===== src/rtl/gbs_pkg.sv =====
// ---------------------------------------------------------------------------
// gbs_pkg: shared types and constants
// Box record, cell control group, pair-unit latency, configuration indexes.
// ---------------------------------------------------------------------------
`default_nettype none
package gbs_pkg;

  localparam int unsigned CoordW = 20;
  localparam int unsigned ScoreW = 24;
  localparam int unsigned PctW   = 7;
  localparam int unsigned CfgIdxW = 2;

  localparam logic [CfgIdxW-1:0] CFG_SUPPRESS_ENABLE   = 2'd0;
  localparam logic [CfgIdxW-1:0] CFG_UNION_DENOMINATOR = 2'd1;
  localparam logic [CfgIdxW-1:0] CFG_OVERLAP_PERCENT   = 2'd2;

  localparam logic [PctW-1:0] PCT_RESET = 7'd65;

  // Pair unit: cycles from issue until the drop decision is applied
  localparam int unsigned PairLatency = 5;

  typedef struct packed {
    logic [CoordW-1:0] left;
    logic [CoordW-1:0] top;
    logic [CoordW-1:0] right;
    logic [CoordW-1:0] bottom;
    logic [ScoreW-1:0] score;
  } box_t;

  typedef struct packed {
    logic rotate;
    logic insert;
    logic sort;
  } cell_ctrl_t;

endpackage
`default_nettype wire


===== src/rtl/gbs_cell.sv =====
// ---------------------------------------------------------------------------
// gbs_cell: one box slot of the sorting ring
// Inserts in score order (at the tail when sorting is off), shifts towards the tail, or rotates the ring.
// ---------------------------------------------------------------------------
`default_nettype none
module gbs_cell (
  input  wire                       clk_i,
  input  wire gbs_pkg::cell_ctrl_t  ctrl_i,
  input  wire                       occupied_i,
  input  wire                       at_end_i,
  input  wire gbs_pkg::box_t        x_i,
  input  wire gbs_pkg::box_t        prev_i,
  input  wire gbs_pkg::box_t        next_i,
  input  wire                       lt_prev_i,
  output logic                      lt_o,
  output gbs_pkg::box_t             box_o
);

  gbs_pkg::box_t box_q, box_d;

  // strictly lower score: equal scores stay ahead of the newcomer
  assign lt_o = ctrl_i.sort && occupied_i && ($signed(box_q.score) < $signed(x_i.score));

  always_comb begin
    box_d = box_q;
    if (ctrl_i.rotate) begin
      box_d = next_i;
    end else if (ctrl_i.insert) begin
      if (lt_prev_i) begin
        box_d = prev_i;
      end else if (lt_o || at_end_i) begin
        box_d = x_i;
      end
    end
  end

  always_ff @(posedge clk_i) begin
    box_q <= box_d;
  end

  assign box_o = box_q;

endmodule
`default_nettype wire


===== config.mk =====
export PLATFORM = sky130hd
export DESIGN_NAME = gbs_cell
export DESIGN_NICKNAME = d
export VERILOG_FILES = /design/src/rtl/gbs_pkg.sv /design/src/rtl/gbs_cell.sv
export SDC_FILE = /design/constraint.sdc
export NUM_CORES = 1
export LEC_CHECK = 0
export BUFFER_PORTS_ARGS = -buffer_cell sky130_fd_sc_hd__buf_4
export CAP_MARGIN = 5
export CORE_AREA = 2 2 166 168
export CTS_BUF_LIST = sky130_fd_sc_hd__clkbuf_16
export CTS_CLUSTER_SIZE = 16
export DETAILED_ROUTE_END_ITERATION = 10
export DIE_AREA = 0 0 168 170
export PLACE_DENSITY = 0.56
export RECOVER_POWER = 25
export SYNTH_ARGS = -nofsm -noshare
export SYNTH_HDL_FRONTEND = slang
export SYNTH_SLANG_ARGS = --single-unit

===== constraint.sdc =====
create_clock -name clk_i -period 11.65 [get_ports clk_i]
set_input_delay 1.165 -clock clk_i [delete_from_list [all_inputs] [get_ports clk_i]]
set_output_delay 1.165 -clock clk_i [all_outputs]
set_load 0.1 [all_outputs]

Yosys cells after proc, flatten, opt, wreduce, memory -nomap -nowiden:

Cells that the tools add are included.

* register bits: 104
* input port bits: 319
* output and inout bits: 105
* logic and storage cells: 16

* order comparisons: 1
* mux-type cells: 4
* reductions and logical operators: 6

Operators with widths (number)
* $mux 104: 4
* $lt 24x24->1: 1
* $reduce_bool 3->1: 1
* $logic_and 1x1->1: 2
* $reduce_and 2->1: 1
* $reduce_bool 2->1: 1
* $logic_or 1x1->1: 1

Depth between registers and ports, before layout:

* word-level depth: 7
* depth in mapped cells: 7

Least setup slack after synthesis:

No wires, ideal clock.

* path type: input to register
* start point: input x_i[21] (netlist bit)
* end point: register box_q, in the netlist box_o[0], enable pin
* library setup time: 571 ps
* arrival: 6680 ps
* data required time: 11079 ps
* slack: 4399 ps
* stages: 7
* cell sequence: inv_1 ha_1 a21o_1 a211o_1 a21oi_1 o211ai_2 o31ai_2

* word-level cells in the longest chain between the ends: 5

Ends and longest elaborated chain
* start: declaration: RTL line gbs_cell.sv:11 `input wire gbs_pkg::box_t x_i,`
* $lt 24x24->1: RTL line gbs_cell.sv:22 `assign lt_o = ctrl_i.sort && occupied_i && ($signed(box_q.score) < $signed(x_i.score));`
* $logic_and 1x1->1: RTL line gbs_cell.sv:22
* $logic_or 1x1->1: RTL line gbs_cell.sv:31 `end else if (lt_o || at_end_i) begin`
* $reduce_bool 3->1 (no source line)
* $reduce_and 2->1 (no source line)
* end signal: assignment: RTL line gbs_cell.sv:38 `box_q <= box_d;`
* end: declaration: RTL line gbs_cell.sv:19 `gbs_pkg::box_t box_q, box_d;`

Every way passes these cells.
A chain may end at the register's enable or synchronous reset.

==> metrics.md <==
| Metric | Value |
|---|---|
| Crit Reg-Reg Startpoint | box_o[2]$_DFFE_PP_ |
| Crit-path max FO | 56 |
| R2R Setup Slk | 8.80 ns |
| CP endpoint kind | flop |
| Placer Congestion | 0.8380 |
| Clk_skew | 0.008022 ns |
| Nets | 1285 |
| Area delta synth->final | 61.01% |
| Post-Syn Nets | 882 |
| Psw | 544.6 uW |
| Worst setup margin | 6.001 ns |
| Pins Over Slew Limit | 57 |
| Total grt overflow | 0 |
| Post-Syn Instances | 540 |
| H-Tree Depth | 3 |
| CTS hold repair buffers | 0 |
| R2R depth | 7 |
| Syn Area/Cell | 10.85 sq um |
| Vias in the first global route | 5439 |
| Normalized max-slew margin | -178.5% |
| Post-cts repair resize count | 0 |
| Worst-margin pin slew | 4.178 ns |
| Routed wire per std cell | 16.05 microns |
| Worst hold path cell count | 3 |
| Final hold viol count | 0 |
| Synth warnings | 0 |
| Max FFs per register | 104 |
| DP Cell Count | 1273 |
| Worst EP arrival | 5.72 ns |
| DP Area | 9343 sq um |
| Tmin final | 5.649 ns |
| Tcrit/Tclk final | 48.49% |
| P_int | 749.9 uW |
| Worst-case hold slack | 1.091 ns |
| Sequential power share | 36.8% |
| Largest net degree at the start of global routing | 117 |
| Maximum clock rate | 177.0 MHz |
| Tot GR Track Use | 13.85% |
| Total power | 1.295 mW |
| Via count | 5411 |
| TritonCTS clock tree | done |
| CTS Buffer Depth | 2 |
| PD cells | 137.2 nW/um^2 |
| FF-to-FF End | box_o[65]$_DFFE_PP_ |
| Distinct cells, synth | 24 |
| DRC Markers | 0 |
| Ant diodes | 0 |
| Final Util | 35.40% |
| Clock group share of total power | 23.0% |
| HPWL Detailed | 16570 microns |
| CTS root buf | clkbuf_16 |
| Clk slew on worst S/H paths | 0.08 ns |
| Non-Filler Instances | 1289 |
| Max-cap viol count | 1 |
| PortBufs | 423 |
| Seq/Total Area, Yosys | 53.30% |
| Die H | 170 microns |
| Failing checks | capacitance limit, slew limit |
| Final Setup Violations | 0 |
| Critical path class | in2reg |
| Ports | 424 |
| Detailed Route Iter0 Violations | 193 |
| Place WS | 7.474 ns |
| Most frequent cells in the layout | buf_4, nand2_1, o21ai_0 |
| Die X | 168 microns |
| HP Start | next_i[53] |
| Most common cell after layout, fill and taps aside | buf_4 |
| HP Class | in2reg |
| DIE AREA | 28560 sq um |
| FF+latch count, synth | 104 |
| CTS Sinks | 104 |
| Status | finished, violations left |
| DRT Wirelength | 20690 microns |
| Area share of the largest cell type after synthesis | 53.30% |
| P_leak | 4.458 nW |
| Core area | 26650 sq um |
| Largest vdd supply drop | 0.00007953 V |
| Data required, critical path | 11.72 ns |
| First drt pass iteration count | 4 |
| Fin area | 9434 sq um |
| Vias per inst | 4.198 |
| Critical Path Source Type | primary input |
| Initial Util | 21.99% |
| Initial antenna violation count | 0 |
| FP Rows | 60 |
| CTS Buf Count | 9 |
| Layout cell share with drive strength beyond 1 | 41.67% |
| Insertion delay to the later sink of the worst-skew pair | 0.35 ns |
| Cell taking the most area after synthesis | edfxtp_1 |
| First-pass GRT wire length | 30280 microns |
| RSZ-0062 raised after global routing | no |
| Synth Cell Area | 5859 sq um |
| Comb power frac | 40.3% |
| Post-DRT Antenna Nets | 0 |
| Top cells by area, synth | edfxtp_1, mux2i_1, o21ai_0 |
| Switching Fraction | 42.07% |
| Setup TNS | 0 ns |
| Hold path endpoint | box_o[53]$_DFFE_PP_ |
| # Post-CTS Setup Buffers | 0 |
==> worst max-delay path by stage <==
stage                   start  cells past startpoint                    to  slack (ns)
finish              lt_prev_i                      4  box_o[103]$_DFFE_PP_        6.00
global route        lt_prev_i                      4  box_o[103]$_DFFE_PP_        5.68
CTS                    x_i[2]                      9                  lt_o        7.48
detailed placement     x_i[2]                      9                  lt_o        7.47
global placement       x_i[2]                      9                  lt_o        7.49
floorplan             x_i[21]                      7    box_o[0]$_DFFE_PP_        4.40
==> routing by layer <==
layer  global-route usage, %  vias to the layer above  part of all wire [%]
met2                   24.51                      214                    52
met3                   3.791                       24                   6.8
met4                   4.802                        0                   2.1
met5                       0                        -                     0
met1                   16.16                     2410                    40
li1                        -                     2763                     -
==> cell usage after synthesis, drive strengths merged <==
cell type	count
a211o	1
a211oi	1
a21o	1
a21oi	11
a2bb2oi	1
a41oi	1
buf	16
clkbuf	19
edfxtp	104
ha	23
inv	24
mux2i	104
nand2	112
nand4	2
nor2	5
nor2b	1
nor4	1
o211ai	2
o21a	1
o21ai	109
o31ai	1
==> area by class of cell <==
cell class / instances / area, sq um
Fill cell: 2774 / 17220
Sequential cell: 104 / 3123
Timing Repair Buffer: 427 / 3025
Multi-Input combinational cell: 377 / 2490
Tap cell: 341 / 426.7
Clock buffer: 9 / 225.2
Inverter: 24 / 90.09
Clock inverter: 7 / 53.80
==> kinds of logic (layout without fill, tap and decap cells) <==
| kind of cell | Yosys count | after routing | share of synthesized area, % |
|---|---|---|---|
| AOI/OAI and AO/OA | 129 | 129 | 11.64 |
| and+or+nand+nor | 121 | 121 | 8.029 |
| muxes | 104 | 104 | 17.77 |
| DFF | 104 | 104 | 53.30 |
| buffers and inverters | 59 | 467 | 4.356 |
| adders and majority gates | 23 | 23 | 4.911 |
==> critical path: stages <==
cell and delay [ns]:
clkbuf_1 2.87, buf_4 1.03, mux2i_1 0.43, o21ai_0 0.16
==> power by group through the flow <==
stage	clock network, mW	registers, mW	logic (mW)
after floorplan	0	0.765	0.0865
after global placement	0	0.484	0.537
after detailed placement	0	0.485	0.539
after CTS	0.311	0.477	0.539
after global routing	0.325	0.481	0.547
final	0.297	0.476	0.521
(Power assumes the default switching activity.)
